`src/design/drw_pkg.sv`:
```
// ----------------------------------------------------------------------------
// drw_pkg: shared types and constants for the display RAM window writer
// Panel geometry, item kind codes, window and result structures.
// ----------------------------------------------------------------------------
package drw_pkg;

  // Panel geometry in pixels; the width stays a multiple of 8, at most 256.
  localparam int PANEL_WIDTH  = 128;
  localparam int PANEL_HEIGHT = 296;

  localparam int COL_W  = 5;   // byte column of the window
  localparam int ROW_W  = 9;   // row of the window and y counter
  localparam int POS_W  = 9;   // pixel x counter
  localparam int OPND_W = 9;
  localparam int DATA_W = 8;
  localparam int ADDR_W = 14;
  localparam int CFG_IDX_W = 2;
  localparam int CFG_DATA_W = 9;

  // y * PANEL_WIDTH + x stays below 2^18 for any width up to 256
  localparam int SUM_W = ADDR_W + 4;
  localparam int FULL_ADDR_W = SUM_W - 3;
  localparam logic [FULL_ADDR_W-1:0] ADDR_LIMIT =
    FULL_ADDR_W'((PANEL_WIDTH * PANEL_HEIGHT) / 8);

  typedef enum logic [1:0] {
    KIND_SET_X        = 2'd0,
    KIND_SET_Y        = 2'd1,
    KIND_WRITE_BW     = 2'd2,
    KIND_WRITE_COLOUR = 2'd3
  } kind_t;

  typedef enum logic [CFG_IDX_W-1:0] {
    REG_X_START = 2'd0,
    REG_X_END   = 2'd1,
    REG_Y_START = 2'd2,
    REG_Y_END   = 2'd3
  } reg_index_t;

  typedef struct packed {
    logic [COL_W-1:0] x_start_column;
    logic [COL_W-1:0] x_end_column;
    logic [ROW_W-1:0] y_start_row;
    logic [ROW_W-1:0] y_end_row;
  } window_t;

  typedef struct packed {
    kind_t             kind;
    logic [OPND_W-1:0] operand;
  } item_t;

  typedef struct packed {
    logic              write_enable;
    logic              plane;
    logic [ADDR_W-1:0] byte_address;
    logic [DATA_W-1:0] data_byte;
    logic              out_of_range;
  } result_t;

endpackage

```
`src/design/drw_addr_counter.sv`:
```
// ----------------------------------------------------------------------------
// drw_addr_counter: x/y address counter of the write window
// Holds the pixel x and row counters, forms the byte address of a write and
// steps the counters with window wrap when an item is processed.
// ----------------------------------------------------------------------------
module drw_addr_counter (
  input  logic             clk,
  input  logic             rst,
  input  logic             step,
  input  drw_pkg::item_t   item,
  input  drw_pkg::window_t window,
  output drw_pkg::result_t result
);

  logic [drw_pkg::POS_W-1:0]       x_position;
  logic [drw_pkg::POS_W-1:0]       x_position_next;
  logic [drw_pkg::ROW_W-1:0]       y_position;
  logic [drw_pkg::ROW_W-1:0]       y_position_next;
  logic [drw_pkg::SUM_W-1:0]       pixel_offset;
  logic [drw_pkg::FULL_ADDR_W-1:0] full_address;
  logic [drw_pkg::POS_W:0]         x_stepped;
  logic [drw_pkg::ROW_W:0]         y_stepped;
  logic [drw_pkg::COL_W+2:0]       x_last_pixel;
  logic                            in_frame;

  // byte address = (y * width + x) / 8
  assign pixel_offset = drw_pkg::SUM_W'(y_position) * drw_pkg::SUM_W'(drw_pkg::PANEL_WIDTH)
                      + drw_pkg::SUM_W'(x_position);
  assign full_address = pixel_offset[drw_pkg::SUM_W-1:3];
  assign in_frame     = full_address < drw_pkg::ADDR_LIMIT;

  assign x_stepped    = {1'b0, x_position} + (drw_pkg::POS_W+1)'(8);
  assign y_stepped    = {1'b0, y_position} + (drw_pkg::ROW_W+1)'(1);
  assign x_last_pixel = {window.x_end_column, 3'b111};

  always_comb begin
    x_position_next = x_position;
    y_position_next = y_position;
    result          = '0;
    case (item.kind)
      drw_pkg::KIND_SET_X: begin
        x_position_next = {item.operand[5:0], 3'b000};
      end
      drw_pkg::KIND_SET_Y: begin
        y_position_next = item.operand;
      end
      drw_pkg::KIND_WRITE_BW, drw_pkg::KIND_WRITE_COLOUR: begin
        result.write_enable = in_frame;
        result.out_of_range = !in_frame;
        result.plane        = item.kind[0];
        result.byte_address = full_address[drw_pkg::ADDR_W-1:0];
        result.data_byte    = item.operand[drw_pkg::DATA_W-1:0];
        if (x_stepped > (drw_pkg::POS_W+1)'(x_last_pixel)) begin
          x_position_next = drw_pkg::POS_W'({window.x_start_column, 3'b000});
          if (y_stepped > (drw_pkg::ROW_W+1)'(window.y_end_row)) begin
            y_position_next = window.y_start_row;
          end else begin
            y_position_next = y_stepped[drw_pkg::ROW_W-1:0];
          end
        end else begin
          x_position_next = x_stepped[drw_pkg::POS_W-1:0];
        end
      end
      default: begin
        result = '0;
      end
    endcase
  end

  always_ff @(posedge clk) begin
    if (rst) begin
      x_position <= '0;
      y_position <= '0;
    end else if (step) begin
      x_position <= x_position_next;
      y_position <= y_position_next;
    end
  end

endmodule

```
`src/design/display_ram_window_writer.sv`:
```
// ----------------------------------------------------------------------------
// display_ram_window_writer: display RAM address counter of a panel controller
// Takes counter loads and plane byte writes, issues byte writes into the
// write window with x/y wrap and frame bound check.
// ----------------------------------------------------------------------------
// Use:
//   Input channel (in_valid / in_stall, kind, operand): one transfer per item,
//   a counter load (x column or y row) or a data byte for the black/white or
//   colour plane. Output channel (out_valid / out_stall, write_enable, plane,
//   byte_address, data_byte, out_of_range): exactly one transfer per item, in
//   order. Counter loads give an all-zero result; a write outside the frame
//   store shows out_of_range with write_enable low.
//   Path: each item passes the input register and then the result register,
//   which drives the output channel.
//   Throughput: one item per cycle while out_stall is low; the counters update
//   in the same cycle as the address is formed, so back-to-back writes walk the window.
//   Stall: while out_stall holds a result, one more item is taken into the
//   input register; after that in_stall rises until the result is taken.
//   Reset: both counters clear to zero, the window returns to columns 0..15
//   and rows 0..295, and both pipeline registers empty.
//   Configuration: cfg_write with cfg_index/cfg_data, only while idle.
// ----------------------------------------------------------------------------
module display_ram_window_writer (
  input  logic                            clk,
  input  logic                            rst,
  // configuration
  input  logic                            cfg_write,
  input  logic [drw_pkg::CFG_IDX_W-1:0]   cfg_index,
  input  logic [drw_pkg::CFG_DATA_W-1:0]  cfg_data,
  // input channel
  input  logic                            in_valid,
  output logic                            in_stall,
  input  logic [1:0]                      kind,
  input  logic [drw_pkg::OPND_W-1:0]      operand,
  // output channel
  output logic                            out_valid,
  input  logic                            out_stall,
  output logic                            write_enable,
  output logic                            plane,
  output logic [drw_pkg::ADDR_W-1:0]      byte_address,
  output logic [drw_pkg::DATA_W-1:0]      data_byte,
  output logic                            out_of_range
);

  drw_pkg::window_t window;
  drw_pkg::item_t   item;
  drw_pkg::result_t result;
  drw_pkg::result_t result_q;
  logic             item_full;
  logic             in_take;
  logic             advance;

  // Configuration registers: plain writes, index beyond the list is dropped
  always_ff @(posedge clk) begin
    if (rst) begin
      window.x_start_column <= drw_pkg::COL_W'(0);
      window.x_end_column   <= drw_pkg::COL_W'(15);
      window.y_start_row    <= drw_pkg::ROW_W'(0);
      window.y_end_row      <= drw_pkg::ROW_W'(295);
    end else if (cfg_write) begin
      case (drw_pkg::reg_index_t'(cfg_index))
        drw_pkg::REG_X_START: window.x_start_column <= cfg_data[drw_pkg::COL_W-1:0];
        drw_pkg::REG_X_END:   window.x_end_column   <= cfg_data[drw_pkg::COL_W-1:0];
        drw_pkg::REG_Y_START: window.y_start_row    <= cfg_data[drw_pkg::ROW_W-1:0];
        drw_pkg::REG_Y_END:   window.y_end_row      <= cfg_data[drw_pkg::ROW_W-1:0];
        default: ;
      endcase
    end
  end

  // Advance the held item whenever the result register is free or being emptied
  assign advance  = item_full && (!out_valid || !out_stall);
  // Hold off the sender only when both registers are full and the output stalls
  assign in_stall = item_full && out_valid && out_stall;
  assign in_take  = in_valid && !in_stall;

  // Input register
  always_ff @(posedge clk) begin
    if (rst) begin
      item_full <= 1'b0;
    end else if (in_take) begin
      item_full <= 1'b1;
    end else if (advance) begin
      item_full <= 1'b0;
    end
  end

  always_ff @(posedge clk) begin
    if (in_take) begin
      item.kind    <= drw_pkg::kind_t'(kind);
      item.operand <= operand;
    end
  end

  // Counter and address logic; state steps together with the result capture
  drw_addr_counter u_counter (
    .clk    (clk),
    .rst    (rst),
    .step   (advance),
    .item   (item),
    .window (window),
    .result (result)
  );

  // Result register
  always_ff @(posedge clk) begin
    if (rst) begin
      out_valid <= 1'b0;
    end else if (advance) begin
      out_valid <= 1'b1;
    end else if (!out_stall) begin
      out_valid <= 1'b0;
    end
  end

  always_ff @(posedge clk) begin
    if (advance) begin
      result_q <= result;
    end
  end

  assign write_enable = result_q.write_enable;
  assign plane        = result_q.plane;
  assign byte_address = result_q.byte_address;
  assign data_byte    = result_q.data_byte;
  assign out_of_range = result_q.out_of_range;

endmodule
```
`config.mk`:
```
export PLATFORM = sky130hd
export DESIGN_NAME = display_ram_window_writer
export DESIGN_NICKNAME = d
export VERILOG_FILES = /design/src/design/drw_pkg.sv /design/src/design/drw_addr_counter.sv /design/src/design/display_ram_window_writer.sv
export SDC_FILE = /design/constraint.sdc
export NUM_CORES = 1
export LEC_CHECK = 0
export BUFFER_PORTS_ARGS = -buffer_cell sky130_fd_sc_hd__buf_2
export CAP_MARGIN = 15
export CORE_MARGIN = 4
export CORE_UTILIZATION = 54
export CTS_CLUSTER_SIZE = 30
export DETAILED_ROUTE_END_ITERATION = 6
export MAX_ROUTING_LAYER = met4
export PLACE_DENSITY_LB_ADDON = 0.2
export SYNTH_ARGS = -nofsm -noshare
export SYNTH_HDL_FRONTEND = slang
export SYNTH_SLANG_ARGS = --single-unit
```
`constraint.sdc`:
```
create_clock -name clk -period 7.26 [get_ports clk]
set_input_delay 0.726 -clock clk [delete_from_list [all_inputs] [get_ports clk]]
set_output_delay 0.726 -clock clk [all_outputs]
set_load 0.02 [all_outputs]
```
==> results of run 1 <==
==> kinds of logic (layout without fill, tap and decap cells) <==
| kind of cell | Yosys count | in the layout |
|---|---|---|
| DFF | 81 | 81 |
| AOI/OAI and AO/OA | 89 | 89 |
| muxes | 10 | 10 |
| xor gates and xnor gates | 18 | 18 |
| and+or+nand+nor | 152 | 152 |
| adders and majority gates | 19 | 19 |
| buffers and inverters | 41 | 89 |
==> worst max-delay path: cells and delay by family (launching register included) <==
family	cells	cell delay, ns
AOI/OAI and AO/OA	6	1.45
xor gates and xnor gates	1	0.21
adders and majority gates	1	0.27
DFF	1	0.53
and+or+nand+nor	3	0.58
==> final timing paths <==
check	startpoint	end	slack, ns	depth (start not counted)
max	u_counter.y_position[3]	u_counter.y_position[8]	4.13	11
min	window[4]	window[4]	0.47	2
max reg2reg	u_counter.y_position[3]	u_counter.y_position[8]	4.13	11
min reg2reg	window[4]	window[4]	0.47	2
==> power by group <==
| part | internal (mW) | switching (mW) | total [mW] |
|---|---|---|---|
| clock | 0.193 | 0.168 | 0.361 |
| sequential | 0.497 | 0.0159 | 0.513 |
| combinational | 0.0385 | 0.0622 | 0.101 |
| total | 0.729 | 0.246 | 0.975 |
==> state kept, by name (all words and copies together), names as in the netlist <==
| name | count |
|---|---|
| window | 28 |
| byte_address | 14 |
| item | 11 |
| u_counter.y_position | 9 |
| data_byte | 8 |
| u_counter.x_position | 6 |
| item_full | 1 |
| out_of_range | 1 |
| out_valid | 1 |
| plane | 1 |
| write_enable | 1 |
==> routing by layer <==
layer | vias to the layer above | global-route usage (%)
met5 | - | -
met1 | 1411 | 27.68
met2 | 73 | 32.76
met4 | 0 | 6.960
met3 | 16 | 4.183
li1 | 1525 | -
==> per-stage QoR <==
step | total power [mW] | instance area [sq um] | cells | util, %
floorplan | 0.5924 | 3928 | 410 | -
global placement | 0.6205 | 4224 | 538 | 60.83
detailed placement | 0.6235 | 4224 | 538 | 60.83
CTS | 0.9791 | 4442 | 554 | 63.96
global route | 1.014 | 4442 | 554 | 63.96
finish | 0.9752 | 4442 | 554 | 63.96
==> cells in the mapped netlist (2+ instances only) <==
library cell and number:
sky130_fd_sc_hd__xnor2_1 12, sky130_fd_sc_hd__nand4_1 2, sky130_fd_sc_hd__edfxtp_1 36, sky130_fd_sc_hd__buf_2 2, sky130_fd_sc_hd__mux2i_1 8, sky130_fd_sc_hd__dfxtp_1 45, sky130_fd_sc_hd__o21ai_0 20, sky130_fd_sc_hd__nor2_1 32
sky130_fd_sc_hd__nor3b_1 2, sky130_fd_sc_hd__clkbuf_1 18, sky130_fd_sc_hd__mux2_2 2, sky130_fd_sc_hd__buf_6 2, sky130_fd_sc_hd__a221oi_1 2, sky130_fd_sc_hd__nor3_1 8, sky130_fd_sc_hd__a211oi_1 2, sky130_fd_sc_hd__nor2b_1 7
sky130_fd_sc_hd__nand3_1 18, sky130_fd_sc_hd__and3_1 4, sky130_fd_sc_hd__inv_1 18, sky130_fd_sc_hd__and2_1 16, sky130_fd_sc_hd__ha_1 18, sky130_fd_sc_hd__a21oi_1 33, sky130_fd_sc_hd__a31oi_1 12, sky130_fd_sc_hd__xor2_1 6
sky130_fd_sc_hd__nand2_1 56, sky130_fd_sc_hd__a21o_1 3
==> cell type report <==
class                           count  area, sq um
Fill cell                         593         2502
Sequential cell                    81         1982
Multi-Input combinational cell    288         1774
Timing Repair Buffer               55        280.3
Clock buffer                        9        123.9
Tap cell                           96        120.1
Clock inverter                      7        93.84
Inverter                           18        67.56
==> results.cfg, run 1 <==
[run_status]
status = completed

[flow_run]
cap_viol_max_count = 0

[logic_synthesis]
synth_largest_type_area_fraction_pct = 27.52
synth_compound_gate_area_share_pct = 13.99
post_synth_xor_area_fraction_pct = 4.014
synth_sequential_area_ratio_pct = 50.46
main_combinational_cell_family_by_area_after_synthesis = simple AND/OR/NAND/NOR gates
synthAdderAreaFrac_pct = 6.244
synth_simple_gate_area_share_pct = 18.22
synthesis.nets = 456
synth_async_sr_flop_share_pct = 0
ys_seq_elements = 81
synth_largest_area_cell = sky130_fd_sc_hd__edfxtp_1
synth.area.mux_share_pct = 2.612
area_of_the_mapped_netlist_sq_um = 3928
count_of_yosys_warnings_during_synthesis = 0
netlist-cell-type-count = 52
dominantRegCellSynth = sky130_fd_sc_hd__dfxtp_1
top_cells_by_area_in_the_synthesized_netlist = sky130_fd_sc_hd__edfxtp_1 28%, sky130_fd_sc_hd__dfxtp_1 23%, sky130_fd_sc_hd__ha_1 5.7%
synth_edf_count = 36
synth_area_per_cell_sq_um = 9.579
syn_inst = 410

[detailed_routing]
post_drt_via_cell_ratio = 5.460
routed_wirelength_um = 8411
uppermost_layer_routed = met4
detail_route.wirelength.met1_um = 4020
1st_iter_drt_viols = 252
via_count = 3025
route.detailed.wl_per_inst_um = 15.18
detailed_routing_iteration_count_for_the_pre_antenna_repair_pass = 4
drtAntennaViolNets = 0
drc_errors = 0
met3WireLength_um = 403
routed-wl-met2_um = 3838

[pwr]
power_per_cell_area_nw_per_um2 = 219.6
max-vdd-ir-drop_mv = 0.1528
p_leak_nw = 1.821

[global_routing]
grt_pass1_wl_um = 14000
grt_util_all_layers_pct = 21.05
maximum_number_of_pins_on_one_net_before_global_route_repair = 46
number_of_global_route_vias_before_repair = 2856
global_route.overflow_total = 0
initial_antenna_violation_count = 0

[layout]
syn2layout_area_growth_pct = 13.09
layout-drive-gt1-share_pct = 17.69
layout.cells.most_common = sky130_fd_sc_hd__nand2_1
diodes = 0
layout_nets = 499
layout_common_cells = 56 x sky130_fd_sc_hd__nand2_1, 53 x sky130_fd_sc_hd__buf_2, 45 x sky130_fd_sc_hd__dfxtp_1

[sta]
worst_slew_margin_pct = 32.22
max_clock_freq_ghz = 0.3197
final_critical_path_setup_slack_ns = 4.132
finClkSkew_ns = 0.005556
finalSetupViolations = 0
period_minus_slack_ns = 3.128
worst_pin_slew_ns = 1.014
min_period_over_period_pct = 43.09
hold_viol_final = 0
fin_hold_ws_ns = 0.4699
grt_setup_unrepaired = false
finalSetupTns_ns = 0
report.final.slew_viol_count = 0

[die]
design.portCount = 54
chip_width_um = 93.28
die_area_sq_um = 8701
floorplan.initialDensity_pct = 56.56
std_cell_rows = 30
core_area_sq_um = 6944
die_height_um = 93.28

[clock_network]
cts_tree = built
postCtsResizedCells = 0
clock_pin_slew_on_the_worst_setup_and_hold_paths_ns = 0.08
post_cts.repair.setup_buffers = 0
cts.root.buffer_cell = sky130_fd_sc_hd__clkbuf_8
tritoncts_num_sinks = 81
insertion_delay_ns = 0.35
cts_hold_repair.buffers = 0
numCtsBuffers = 9
htree_levels = 3
number_of_buffers_on_the_longest_clock_path = 2

[place]
finalWeightedCongestion = 0.9271
io_buffers = 53
place.detailed.hpwl_um = 6015
dpl_worst_slack_ns = 4.234

[critical_path]
worst-endpoint-arrival_ns = 3.40
critical_path.cell_chain = and3_1 > nand3_1 > nor2_1 > xor2_1 > ha_1 > a21o_1 > a21oi_1 > o2111ai_1 > a21oi_1 > a221oi_1 > a211oi_1
cp_slowest_cell = sky130_fd_sc_hd__dfxtp_1
type_of_element_launching_the_critical_path = flop
worst-path-max-fanout = 10
worst-endpoint-required_ns = 7.53
crit_path_max_incr_delay_ns = 0.53
critPathCaptureType = flop
cpMostUsedCell = sky130_fd_sc_hd__a21oi_1
timing_worst_setup_path_type = reg2reg

[hold_path]
min_path_type = reg2reg
No activity file was read; power rests on OpenSTA's default activity.
==> run 2: changes to the inputs <==
==> constraint.sdc (replaced) <==
create_clock -name clk -period 3 [get_ports clk]
set_input_delay 0.3 -clock clk [delete_from_list [all_inputs] [get_ports clk]]
set_output_delay 0.3 -clock clk [all_outputs]
set_load 0.02 [all_outputs]
==> results.cfg, run 2 (synthesis results as in run 1) <==
[run_status]
status = completed

[critical_path]
worst_path_dominant_cell_family = compound AO/OA/AOI/OAI gates
cp_slowest_cell = sky130_fd_sc_hd__o221a_1
cpMostUsedCell = sky130_fd_sc_hd__ha_1
type_of_element_launching_the_critical_path = flop
crit_path_max_incr_delay_ns = 0.51
critical_path.cell_chain = ha_1 > xor2_1 > ha_1 > a21oi_1 > o31a_2 > o221a_1 > mux2i_1 > a2111oi_1 > a31o_1
worst-endpoint-required_ns = 3.30
worst-endpoint-arrival_ns = 3.07
timing_worst_setup_path_type = reg2reg
worst-path-max-fanout = 10
critPathCaptureType = flop
r2r_slack_ns = 0.23
path_buf_inv = 0

[die]
die_area_sq_um = 8701
chip_width_um = 93.28
std_cell_rows = 30
design.portCount = 54
die_height_um = 93.28
core_area_sq_um = 6944
floorplan.initialDensity_pct = 56.56

[sta]
report.final.slew_viol_count = 0
period_minus_slack_ns = 2.768
worst_pin_slew_ns = 1.025
grt_setup_unrepaired = false
worst_slew_margin_pct = 31.55
fin_hold_ws_ns = 0.1211
hold_viol_final = 0
max_clock_freq_ghz = 0.3613
finClkSkew_ns = 0.006918
min_period_over_period_pct = 92.26
finalSetupViolations = 0
finalSetupTns_ns = 0

[clock_network]
numCtsBuffers = 9
insertion_delay_ns = 0.35
clock_pin_slew_on_the_worst_setup_and_hold_paths_ns = 0.08
number_of_buffers_on_the_longest_clock_path = 2
cts_tree = built
htree_levels = 3
cts.root.buffer_cell = sky130_fd_sc_hd__clkbuf_8
tritoncts_num_sinks = 81

[pwr]
power_per_cell_area_nw_per_um2 = 558.1
max-vdd-ir-drop_mv = 0.3051
design_power_total_mw = 2.543
p_leak_nw = 1.886

[detailed_routing]
via_count = 3052
drtAntennaViolNets = 0
routed_wirelength_um = 8571
1st_iter_drt_viols = 230
routed-wl-met2_um = 3897
uppermost_layer_routed = met4
post_drt_via_cell_ratio = 5.440
detail_route.wirelength.met1_um = 4122
met3WireLength_um = 442
drc_errors = 0
detailed_routing_iteration_count_for_the_pre_antenna_repair_pass = 5
route.detailed.wl_per_inst_um = 15.28

[hold_path]
min_path_type = in2reg

[layout]
post-route-util_pct = 65.60
instances_no_fill = 561
layout_nets = 506
layout.cells.most_common = sky130_fd_sc_hd__nand2_1
syn2layout_area_growth_pct = 15.99
diodes = 0
fillCellCount = 584
largest_register = window
largest_register_ff_count = 28
layout_common_cells = 56 x sky130_fd_sc_hd__nand2_1, 53 x sky130_fd_sc_hd__buf_2, 43 x sky130_fd_sc_hd__dfxtp_1
regArea_sq_um = 1984
multi_input_area_sq_um = 1785
layout-drive-gt1-share_pct = 20.22

[global_routing]
initial_antenna_violation_count = 0
grt_pass1_wl_um = 14570
global_route.overflow_total = 0
grt_util_all_layers_pct = 21.87
maximum_number_of_pins_on_one_net_before_global_route_repair = 33
number_of_global_route_vias_before_repair = 3000

[place]
io_buffers = 53
placed_cells = 545
place.detailed.hpwl_um = 6263
finalWeightedCongestion = 0.9484

[flow_run]
cap_viol_max_count = 0
run 2: cell count changes in the layout (fill, tap and decap cells not counted), moves of 2 or more:
cell / change
sky130_fd_sc_hd__buf_4: +7
sky130_fd_sc_hd__bufinv_16: +2
sky130_fd_sc_hd__dfxtp_1: -2
sky130_fd_sc_hd__dfxtp_2: +2
run 2: report_power, final:
group / internal [mW] / switching (mW)
combinational: 0.0996 / 0.159
clock: 0.638 / 0.408
sequential: 1.20 / 0.0339
total: 1.94 / 0.601
run 2: timing repair:
action	in CTS	in global routing
setup buffers	0	0
hold buffers	0	0
endpoints found under the setup margin	0	9
gates resized for setup	0	5
run 2: final cells by class:
cell class | count | share of cell area, %
well taps | 96 | 2.637
flip-flops and latches | 81 | 43.56
repair buffers | 62 | 7.306
clock inverters | 7 | 3.104
inverters | 18 | 1.483
multi-input cells | 288 | 39.19
clock buffers | 9 | 2.719
run 2: worst paths after layout:
path	cells after the start	endpoint	start
setup / recovery	9	u_counter.x_position[4]	u_counter.x_position[4]
hold / removal	1	item[3]	operand[3]
setup reg to reg	9	u_counter.x_position[4]	u_counter.x_position[4]
hold reg to reg	2	window[6]	window[6]
run 2: routing by layer:
metal  vias up  track usage [%]
met5         -                -
met4         0            6.349
met3        10            4.666
met2        82            32.52
met1      1417            30.27
li1       1543                -
run 2: per-stage QoR:
stage / worst slack (ns) / area (sq um)
4_1_cts: 0.1153 / 4542
3_3_place_gp: 0.2459 / 4277
6_report: 0.2321 / 4556
5_1_grt: 0.004965 / 4556
2_1_floorplan: 0.1268 / 3928
3_5_place_dp: 0.1287 / 4277
